File: config.mk
export PLATFORM = sky130hd
export DESIGN_NAME = multi_timer_manager
export DESIGN_NICKNAME = d
export VERILOG_FILES = /design/src/rtl/core/mtm_pkg.sv /design/src/rtl/core/multi_timer_manager.sv /design/src/rtl/core/mtm_cell.sv /design/src/rtl/core/mtm_check.sv
export SDC_FILE = /design/constraint.sdc
export NUM_CORES = 2
export LEC_CHECK = 0
export BUFFER_PORTS_ARGS = -buffer_cell sky130_fd_sc_hd__buf_2
export CAP_MARGIN = 20
export CORE_AREA = 2 2 374 376
export DETAILED_ROUTE_END_ITERATION = 6
export DIE_AREA = 0 0 376 378
export PLACE_DENSITY_LB_ADDON = 0.2
export SLEW_MARGIN = 20
export SYNTH_ARGS = -nofsm -noshare
export SYNTH_HDL_FRONTEND = slang
export SYNTH_SLANG_ARGS = --single-unit
export TNS_END_PERCENT = 50
File: constraint.sdc
create_clock -name i_clk -period 12.68 [get_ports i_clk]
set_input_delay 1.902 -clock i_clk [delete_from_list [all_inputs] [get_ports i_clk]]
set_output_delay 1.902 -clock i_clk [all_outputs]
set_load 0.01 [all_outputs]
File: src/rtl/core/mtm_pkg.sv
// shared types and opcode codes for the multi timer manager
package mtm_pkg;

    localparam int TIME_W  = 32;
    localparam int ID_W    = 4;
    localparam int MASK_W  = 16;
    localparam int TB_W    = 16;

    localparam logic [1:0] OP_SETUP = 2'd0;
    localparam logic [1:0] OP_START = 2'd1;
    localparam logic [1:0] OP_STOP  = 2'd2;
    localparam logic [1:0] OP_TICK  = 2'd3;

    // one timer's record as it travels around the ring
    typedef struct packed {
        logic              active;
        logic              oneshot;
        logic [TIME_W-1:0] period;
        logic [TIME_W-1:0] start;
    } t_timer_rec;

    // direct update of one addressed cell while the ring is at rest
    typedef struct packed {
        logic              setup;
        logic              start;
        logic              stop;
        logic [ID_W-1:0]   id;
        logic              oneshot;
        logic [TIME_W-1:0] period;
        logic [TIME_W-1:0] stamp;
    } t_cell_cmd;

endpackage

File: src/rtl/core/multi_timer_manager.sv
// top level of the multi timer manager: command decode, timer ring and result register
//
// Input channel (i_valid / o_stall) carries one command item: set up, start, stop or tick.
// Output channel (o_valid / i_stall) returns one item per command: fired mask and clock.
// Set-up, start and stop update the addressed timer cell directly; their result is
// registered and valid in the cycle after acceptance, so they can follow each other
// every cycle while the receiver keeps up.
// A tick adds the timebase to the clock, then rotates the ring of NUM_TIMERS cells once
// through a single shared expiry comparator, one timer per cycle. Its result is
// registered when the scan reaches the last timer, and no new item is taken
// before the block is back at rest.
// The result register lets a new item in during the same cycle its content is taken.
// While the receiver stalls, the result holds and o_stall stays high.
// Reset (synchronous, active low) clears the clock and every timer record: all timers
// idle, periods and start times zero. No clearing pass is needed.
// Timer ids at or above NUM_TIMERS are ignored; only timers 0 to 15 appear in the mask.
module multi_timer_manager #(
    parameter int NUM_TIMERS = 16
) (
    input  logic                          i_clk,
    input  logic                          i_rst_n,
    input  logic                          i_valid,
    output logic                          o_stall,
    input  logic [1:0]                    i_opcode,
    input  logic [mtm_pkg::ID_W-1:0]      i_timer_id,
    input  logic                          i_oneshot,
    input  logic [mtm_pkg::TIME_W-1:0]    i_period,
    input  logic [mtm_pkg::TB_W-1:0]      i_timebase,
    output logic                          o_valid,
    input  logic                          i_stall,
    output logic [mtm_pkg::MASK_W-1:0]    o_fired_mask,
    output logic [mtm_pkg::TIME_W-1:0]    o_now_time
);

    localparam int CNT_W = (NUM_TIMERS > 1) ? $clog2(NUM_TIMERS) : 1;
    localparam int IDX_W = 7;

    typedef enum logic {
        S_IDLE,
        S_SCAN
    } t_state;

    t_state                      r_state;
    logic [CNT_W-1:0]            r_cnt;
    logic [mtm_pkg::TIME_W-1:0]  r_clock;
    logic [mtm_pkg::MASK_W-1:0]  r_mask;
    logic                        r_out_valid;
    logic [mtm_pkg::MASK_W-1:0]  r_out_mask;
    logic [mtm_pkg::TIME_W-1:0]  r_out_time;

    logic                        w_accept;
    logic                        w_shift;
    logic                        w_last;
    logic                        w_fire;
    logic [IDX_W-1:0]            w_idx;
    logic [mtm_pkg::MASK_W-1:0]  w_bit;
    mtm_pkg::t_cell_cmd          w_cmd;
    mtm_pkg::t_timer_rec         w_rec [NUM_TIMERS];
    mtm_pkg::t_timer_rec         w_checked;

    assign o_stall  = !((r_state == S_IDLE) && (!r_out_valid || !i_stall));
    assign w_accept = i_valid && !o_stall;
    assign w_shift  = (r_state == S_SCAN);
    assign w_last   = (r_cnt == CNT_W'(NUM_TIMERS - 1));

    always_comb begin
        w_cmd            = '0;
        w_cmd.setup      = w_accept && (i_opcode == mtm_pkg::OP_SETUP);
        w_cmd.start      = w_accept && (i_opcode == mtm_pkg::OP_START);
        w_cmd.stop       = w_accept && (i_opcode == mtm_pkg::OP_STOP);
        w_cmd.id         = i_timer_id;
        w_cmd.oneshot    = i_oneshot;
        w_cmd.period     = i_period;
        w_cmd.stamp      = r_clock;
    end

    // the record at the ring's end after r_cnt shifts belongs to timer NUM_TIMERS-1-r_cnt
    assign w_idx = IDX_W'(NUM_TIMERS - 1) - IDX_W'(r_cnt);
    assign w_bit = (w_fire && (w_idx < IDX_W'(mtm_pkg::MASK_W)))
                 ? (mtm_pkg::MASK_W'(1) << w_idx[3:0]) : '0;

    mtm_check u_check (
        .i_rec  (w_rec[NUM_TIMERS-1]),
        .i_now  (r_clock),
        .o_rec  (w_checked),
        .o_fire (w_fire)
    );

    for (genvar g = 0; g < NUM_TIMERS; g++) begin : g_cell
        mtm_pkg::t_timer_rec w_prev;
        if (g == 0) begin : g_head
            assign w_prev = w_checked;
        end else begin : g_body
            assign w_prev = w_rec[g-1];
        end
        mtm_cell #(
            .IDX (g)
        ) u_cell (
            .i_clk   (i_clk),
            .i_rst_n (i_rst_n),
            .i_shift (w_shift),
            .i_prev  (w_prev),
            .i_cmd   (w_cmd),
            .o_rec   (w_rec[g])
        );
    end

    always_ff @(posedge i_clk) begin
        if (!i_rst_n) begin
            r_state     <= S_IDLE;
            r_cnt       <= '0;
            r_clock     <= '0;
            r_mask      <= '0;
            r_out_valid <= 1'b0;
            r_out_mask  <= '0;
            r_out_time  <= '0;
        end else begin
            unique case (r_state)
                S_IDLE: begin
                    if (w_accept && (i_opcode != mtm_pkg::OP_TICK)) begin
                        r_out_valid <= 1'b1;
                        r_out_mask  <= '0;
                        r_out_time  <= r_clock;
                    end else begin
                        if (r_out_valid && !i_stall) begin
                            r_out_valid <= 1'b0;
                        end
                        if (w_accept) begin
                            r_clock <= r_clock + mtm_pkg::TIME_W'(i_timebase);
                            r_cnt   <= '0;
                            r_mask  <= '0;
                            r_state <= S_SCAN;
                        end
                    end
                end
                // the result register is empty for the whole scan
                S_SCAN: begin
                    if (w_last) begin
                        r_out_valid <= 1'b1;
                        r_out_mask  <= r_mask | w_bit;
                        r_out_time  <= r_clock;
                        r_cnt       <= '0;
                        r_state     <= S_IDLE;
                    end else begin
                        r_mask <= r_mask | w_bit;
                        r_cnt  <= r_cnt + CNT_W'(1);
                    end
                end
                default: begin
                    r_state <= S_IDLE;
                end
            endcase
        end
    end

    assign o_valid      = r_out_valid;
    assign o_fired_mask = r_out_mask;
    assign o_now_time   = r_out_time;

    a_scan_blocks_input: assert property (@(posedge i_clk) disable iff (!i_rst_n)
        (r_state == S_SCAN) |-> o_stall)
        else $error("item accepted during ring scan");

    a_idle_counter_clear: assert property (@(posedge i_clk) disable iff (!i_rst_n)
        (r_state == S_IDLE) |-> (r_cnt == '0))
        else $error("scan counter not cleared at rest");

    a_tick_starts_scan: assert property (@(posedge i_clk) disable iff (!i_rst_n)
        (w_accept && (i_opcode == mtm_pkg::OP_TICK)) |=> (r_state == S_SCAN))
        else $error("tick did not start a scan");

    a_cmd_result: assert property (@(posedge i_clk) disable iff (!i_rst_n)
        (w_accept && (i_opcode != mtm_pkg::OP_TICK))
            |=> (o_valid && (o_fired_mask == '0) && (o_now_time == r_clock)))
        else $error("command result missing or wrong");

endmodule

File: src/rtl/core/mtm_cell.sv
// one ring cell holding the record of one timer slot
module mtm_cell #(
    parameter int IDX = 0
) (
    input  logic                i_clk,
    input  logic                i_rst_n,
    input  logic                i_shift,
    input  mtm_pkg::t_timer_rec i_prev,
    input  mtm_pkg::t_cell_cmd  i_cmd,
    output mtm_pkg::t_timer_rec o_rec
);

    localparam bit ADDRESSABLE = (IDX < (1 << mtm_pkg::ID_W));
    localparam logic [mtm_pkg::ID_W-1:0] MY_ID = mtm_pkg::ID_W'(IDX);

    mtm_pkg::t_timer_rec r_rec;
    mtm_pkg::t_timer_rec n_rec;
    logic                w_hit;

    assign w_hit = ADDRESSABLE && (i_cmd.id == MY_ID);

    always_comb begin
        n_rec = r_rec;
        if (i_shift) begin
            n_rec = i_prev;
        end else if (w_hit) begin
            if (i_cmd.setup) begin
                n_rec.oneshot = i_cmd.oneshot;
                n_rec.period  = i_cmd.period;
            end
            if (i_cmd.start) begin
                n_rec.start  = i_cmd.stamp;
                n_rec.active = 1'b1;
            end
            if (i_cmd.stop) begin
                n_rec.active = 1'b0;
            end
        end
    end

    always_ff @(posedge i_clk) begin
        if (!i_rst_n) begin
            r_rec <= '0;
        end else begin
            r_rec <= n_rec;
        end
    end

    assign o_rec = r_rec;

endmodule

File: src/rtl/core/mtm_check.sv
// shared expiry check applied to the record leaving the end of the ring
module mtm_check (
    input  mtm_pkg::t_timer_rec          i_rec,
    input  logic [mtm_pkg::TIME_W-1:0]   i_now,
    output mtm_pkg::t_timer_rec          o_rec,
    output logic                         o_fire
);

    logic [mtm_pkg::TIME_W-1:0] w_elapsed;

    // wrapping difference handles clock rollover
    assign w_elapsed = i_now - i_rec.start;
    assign o_fire    = i_rec.active && (w_elapsed >= i_rec.period);

    always_comb begin
        o_rec = i_rec;
        if (o_fire) begin
            o_rec.start = i_now;
            if (i_rec.oneshot) begin
                o_rec.active = 1'b0;
            end
        end
    end

endmodule
# Word level (Yosys, flattened, before mapping)
# Index checks and enable logic that the tools add are counted.
# W data, S select, Z words.
# word_totals
inputBits	59
regBits	1158
out_inout_bits	50
# op_classes
add_sub_neg	4
reduce_logical	87
order_cmp	2
n_mux	62
bitwise_logic	3
shifts	1
n_eq_ne	25
# op_table
operator	n
$mux W66	32
$mux W32	4
$reduce_and A2 Y1	51
$mux W16	6
$pmux W16 S2	2
$pmux W32 S2	1
$eq A4 B4 Y1 const B	9
$reduce_bool A2 Y1	18
$mux W33	1
$add A32 B16 Y32	1
$ge A32 B32 Y1	1
$sub A32 B32 Y32	1
$eq A4 B3 Y1 const B	4
$or A16 B16 Y16	1
$shl A1 B4 Y16 const A	1
$mux W4	3
$mux W1	10
$logic_and A1 B1 Y1	9
$eq A4 B2 Y1 const B	2
$ne A2 B2 Y1 const B	4
$pmux W4 S2	1
$lt A7 B5 Y1 const B	1
$reduce_and A3 Y1	2
$sub A4 B4 Y5 const A	1
other kinds (13)	18

# Logic depth before layout (Yosys ltp)
# logic_depth
word_depth	9
mapped_depth	22
depth_no_buf	21

# Hierarchy
# A second synthesis with hierarchy kept.
# unflattened
cells_unflattened	6974
area_unflattened_um2	62570.0
# modules_own_cells
mod	cells_per_inst	area_per_inst_um2	n_inst	seq_area_each_um2
mtm_cell at g_cell[10].u_cell ...	368	3384.5	6	1321.3
mtm_cell at g_cell[11].u_cell ...	369	3404.5	4	1321.3
mtm_cell at g_cell[1].u_cell ...	368	3358.2	4	1321.3
multi_timer_manager	630	4962.3	1	2042.0
mtm_check	451	3482.1	1	0.0
mtm_cell at g_cell[15].u_cell	369	3412.0	1	1321.3
mtm_cell at g_cell[0].u_cell	368	3355.7	1	1321.3

# Least setup slack after synthesis
# No wires, ideal clock.
# synth_timing
path_kind	reg2reg
startpoint	reg r_clock[0] in the netlist's numbering
endpoint	reg g_cell[0].u_cell.r_rec (netlist bit g_cell[0].u_cell.o_rec[16])
path_slack_ns	8.426
path_stages_with_launch	23
required_time_ns	12.552
setup_time_ns	0.128
path_buffers	1
arrival_time_ns	4.126
cell_sequence	dfxtp_1 -> inv_1 -> ha_1 -> inv_1 -> fa_1 -> a211o_1 -> a21oi_1 -> o211ai_1 -> o21ai_0 -> a21oi_1 -> or2_2 -> a221oi_1 -> xnor2_1 -> ha_1 -> a21o_1 -> a21o_1 -> a21oi_1 -> o21ai_0 -> a21oi_1 -> o21ai_1 -> buf_2 -> mux2i_1 -> o21ai_0
# synth_via
elab_chain_cells	5
# synth_rtl
item	line_no	text
from (decl)	multi_timer_manager.sv:45	logic [mtm_pkg::TIME_W-1:0] r_clock;
from (signal assigned)	multi_timer_manager.sv:129	r_clock <= r_clock + mtm_pkg::TIME_W'(i_timebase);
$sub A32 B32 Y32	mtm_check.sv:12	assign w_elapsed = i_now - i_rec.start;
$ge A32 B32 Y1	mtm_check.sv:13	assign o_fire = i_rec.active && (w_elapsed >= i_rec.period);
$logic_and A1 B1 Y1	mtm_check.sv:13	
$mux W32	mtm_check.sv:17	if (o_fire) begin
$mux W66	mtm_cell.sv:24	if (i_shift) begin
to (signal assigned)	mtm_cell.sv:45	r_rec <= n_rec;
to (decl)	mtm_cell.sv:16	mtm_pkg::t_timer_rec r_rec;
# Every way passes these cells.
# A chain may end at the register's enable or synchronous reset.

# Worst setup path after layout
# layout_timing
startpoint	reg r_clock[8] in the netlist's numbering
endpoint	reg g_cell[0].u_cell.r_rec (netlist bit g_cell[0].u_cell.o_rec[24])
# The elaborated chain is that of the path after synthesis.

==> results.md <==
- Status: complete, no violations
- Fin Setup TNS: 0 ps
- H-tree depth: 3
- Vias in the first global route: 37,200
- Synth Register Bits: 1,158
- Rows: 137
- All-Layer GR Usage: 18.8%
- CP Cell Sequence: ha_1, a21o_1, a21oi_1, nand2_1, o311ai_0, a21oi_1, a31oi_1, o21ai_0, xor2_1, ha_1, and4_1, a221oi_1, nand4_1, a21oi_1, o21ai_4, buf_4, mux2i_1, o21ai_0
- Die width: 376 µm
- Min-delay src: o_now_time[1]$_SDFFE_PN0P_
- Resized cells post-CTS: 0
- CP Class: reg -> reg
- Die height: 378 µm
- DR pass1 iterations: 5
- HP Class: reg -> reg
- IO Count: 109
- Fin. Hold Viols: 0
- DR WL/cell: 18.4 µm
- Worst vdd ir: 0.102 mV
- Total congestion overflow: 0
- Clock root cell: clkbuf_16
- Library cells used by synthesis: 59
- Clock transition at path regs: 60 ps
- Arrival time at the worst endpoint: 6320 ps
- Final Instance Area: 53,900 µm²
- P_leak: 0.0171 µW
- DR vias: 40,300
- RePlAce Congestion: 0.818
- Final setup viols: 0
- Starting Density: 34.7%
- Syn Area/Cell: 8.29 µm²
- Seq pwr share: 45.9%
- Area after DPL: 49,700 µm²
- Largest net degree at the start of global routing: 225
- Worst path most repeated cell: a21oi_1
- Warnings from Yosys: 0
- Post-synthesis sequential area ratio: 48.2%
- RR Startpoint: r_clock[8]$_SDFFE_PN0P_
- Fill cells: 14,200
- Final core occ: 38.9%
- CTS Sinks: 1,158
- Max-slew violations: 0
- Share of post-route cells with drive strength above 1: 8.34%
- CP startpoint kind: register
- Maximum fanout along the worst path: 32
- Hold WS: 447 ps
- Number of DRC markers in iteration 0: 3,545
- Worst Path Required: 13,270 ps
- Combinational share of power: 10.3%
- RSZ-0062 raised after global routing: false
- Routed wire length: 137 mm
- Buffers added on ports: 108
- Postcts setup bufs: 0
- FMAX: 0.175 GHz
- Synth Flop Type: dfxtp_1
- Layout Skew: 29.7 ps
- Total power: 8330 µW
- Power Dens Cells: 155 nW/µm²
- Drt drc: 0
- Pint: 6190 µW
- Async S/R FF share, synth: 0%
- Worst path max stage delay: 890 ps
- Slew at the pin closest to its max-slew limit: 1170 ps
- Mapped Area: 48,100 µm²
- Clk Latency, worst-skew pair: 750 ps
- Psw: 2140 µW
- Max-Cap Viols: 0
- Nets: 5,683
- Max_slew headroom: 22.0%
- Cts bufs inserted: 118
- Post-layout min period: 5720 ps
- Sw frac: 25.7%
- Number of synthesized flops with an enable pin: 0
- Core area: 139,000 µm²
- CTS Hold Buffers Added: 0
- CTS tree: done
- Syn Inst Count: 5,807
- Detailed placer's ending HPWL: 74.5 mm
- Slowest-stage cell, CP: o311ai_0
- Worst Setup SP: r_clock[8]$_SDFFE_PN0P_
- Vias per cell: 5.41
- Layout overhead on the synthesized area: 11.9%
- Die area: 142,000 µm²
- CP Capture Type: register
- Syn_nets: 5,953
- First-pass GRT wire length: 217 mm
- Period utilisation layout: 45.1%
- Clock power share: 43.8%
- ANT nets after route: 0
- Longest Clk Path Bufs: 3
- Initial antenna violation count: 2
final cells by class:
class | instances | area [µm²] | area share (%)
antenna | 1 | 2.50 | 0.00465
timing repair buffer | 190 | 1250 | 2.31
multi-input combinational | 3988 | 22800 | 42.3
tap | 1807 | 2260 | 4.20
clock inverter | 40 | 541 | 1.00
clock buffer | 178 | 3530 | 6.55
inverter | 81 | 312 | 0.578
sequential | 1158 | 23200 | 43.0
path summary, 6_finish.rpt:
kind / endpoint / slack, ps / depth (start not counted)
min: o_now_time[1]$_SDFFE_PN0P_ / 450 / 2
min reg2reg: o_now_time[1]$_SDFFE_PN0P_ / 450 / 2
max: g_cell[0].u_cell.o_rec[24]$_SDFFE_PN0P_ / 6960 / 18
max reg2reg: g_cell[0].u_cell.o_rec[24]$_SDFFE_PN0P_ / 6960 / 18
metal layers:
metal	up-vias	global-route usage, %	wire (µm)
met4	2	5.70	3260
met1	19100	26.9	67800
met2	715	29.2	59900
li1	20300	-	-
met3	160	2.41	6010
met5	-	0	17
per-stage QoR:
stage,std cells,setup WS (ps)
floorplan,5807,8430
global placement,7222,7230
detailed placement,7222,7090
CTS,7440,7040
global route,7442,6590
finish,7443,6960
Yosys cell counts, types with 2 or more instances:
| master | n | area [µm²] |
|---|---|---|
| and3_1 | 5 | 31.3 |
| nand2_1 | 189 | 709 |
| and2_1 | 2 | 12.5 |
| a221oi_1 | 4 | 35.0 |
| nor3b_1 | 3 | 22.5 |
| nor2_1 | 1117 | 4190 |
| or2_2 | 8 | 50.1 |
| a211o_1 | 2 | 17.5 |
| nand3_1 | 14 | 70.1 |
| nand2b_1 | 8 | 50.1 |
| o21ai_1 | 2 | 10.0 |
| o21ai_0 | 78 | 390 |
| and4_1 | 3 | 26.3 |
| mux2i_1 | 34 | 340 |
| nor3_1 | 22 | 110 |
| dfxtp_1 | 1158 | 23200 |
| a21boi_0 | 2 | 15.0 |
| a311oi_1 | 2 | 17.5 |
| inv_1 | 80 | 300 |
| clkbuf_1 | 480 | 1800 |
| nor2b_1 | 74 | 463 |
| o21a_1 | 10 | 75.1 |
| nand4_1 | 17 | 106 |
| o211a_1 | 2 | 20.0 |
| a41oi_1 | 2 | 17.5 |
| o211ai_1 | 6 | 45.0 |
| o31ai_1 | 5 | 37.5 |
| a22oi_1 | 5 | 37.5 |
| a211oi_1 | 1032 | 7750 |
| o21bai_1 | 4 | 30.0 |
| a22o_1 | 11 | 96.3 |
| a21o_1 | 21 | 158 |
| fa_1 | 2 | 40.0 |
| or3_1 | 13 | 81.3 |
| a31oi_1 | 10 | 62.6 |
| xnor2_1 | 24 | 210 |
| a21oi_1 | 1129 | 5650 |
| buf_1 | 78 | 293 |
| xor2_1 | 24 | 210 |
| ha_1 | 85 | 1060 |
| buf_2 | 22 | 110 |
cells by family after synthesis:
logic type / after synthesis / synth area share (%)
buffers and inverters: 661 / 5.21
multiplexers: 34 / 0.707
AO/OA/AOI/OAI: 2341 / 30.4
AND/OR/NAND/NOR: 1478 / 12.4
XOR/XNOR: 48 / 0.874
flip-flops: 1158 / 48.2
adder cells (fa/ha/maj): 87 / 2.29
power by group through the flow:
stage	Combinational [µW]	Clock, µW	Sequential, µW
2_1_floorplan	637	0	3880
6_report	857	3650	3830
3_5_place_dp	852	0	3900
4_1_cts	858	3750	3820
5_1_grt	965	3880	3840
3_3_place_gp	845	0	3900
registers in the layout, summed over array words and instances, names as in the netlist:
| register | flops |
|---|---|
| g_cell.u_cell.o_rec | 1056 |
| o_fired_mask | 16 |
| o_now_time | 32 |
| o_valid | 1 |
| r_clock | 32 |
| r_cnt | 4 |
| r_mask | 16 |
| r_state | 1 |
layout by cell type (no fill, tap or decap), drive strengths merged, types with 13 or more instances in the layout:
master | netlist | routed
clkinv | 1 | 24
a211oi | 1032 | 1032
nor3 | 22 | 22
o21ai | 80 | 80
nor2 | 1117 | 1117
a21o | 21 | 21
inv | 80 | 85
nand3 | 14 | 14
clkbuf | 480 | 178
buf | 100 | 190
nand2 | 189 | 189
a21oi | 1130 | 1130
nand4 | 17 | 17
mux2i | 34 | 34
ha | 85 | 85
dfxtp | 1158 | 1158
xor2 | 24 | 24
nor2b | 74 | 74
xnor2 | 24 | 24
or3 | 13 | 13
worst max-delay path, delay by kind of cell (launching register included):
kind,cells,cell delay [ps]
adder cells (fa/ha/maj),2,620
buffers and inverters,1,360
XOR/XNOR,1,170
AND/OR/NAND/NOR,3,490
multiplexers,1,240
flip-flops,1,440
AO/OA/AOI/OAI,10,3190
(Power assumes the default switching activity.)
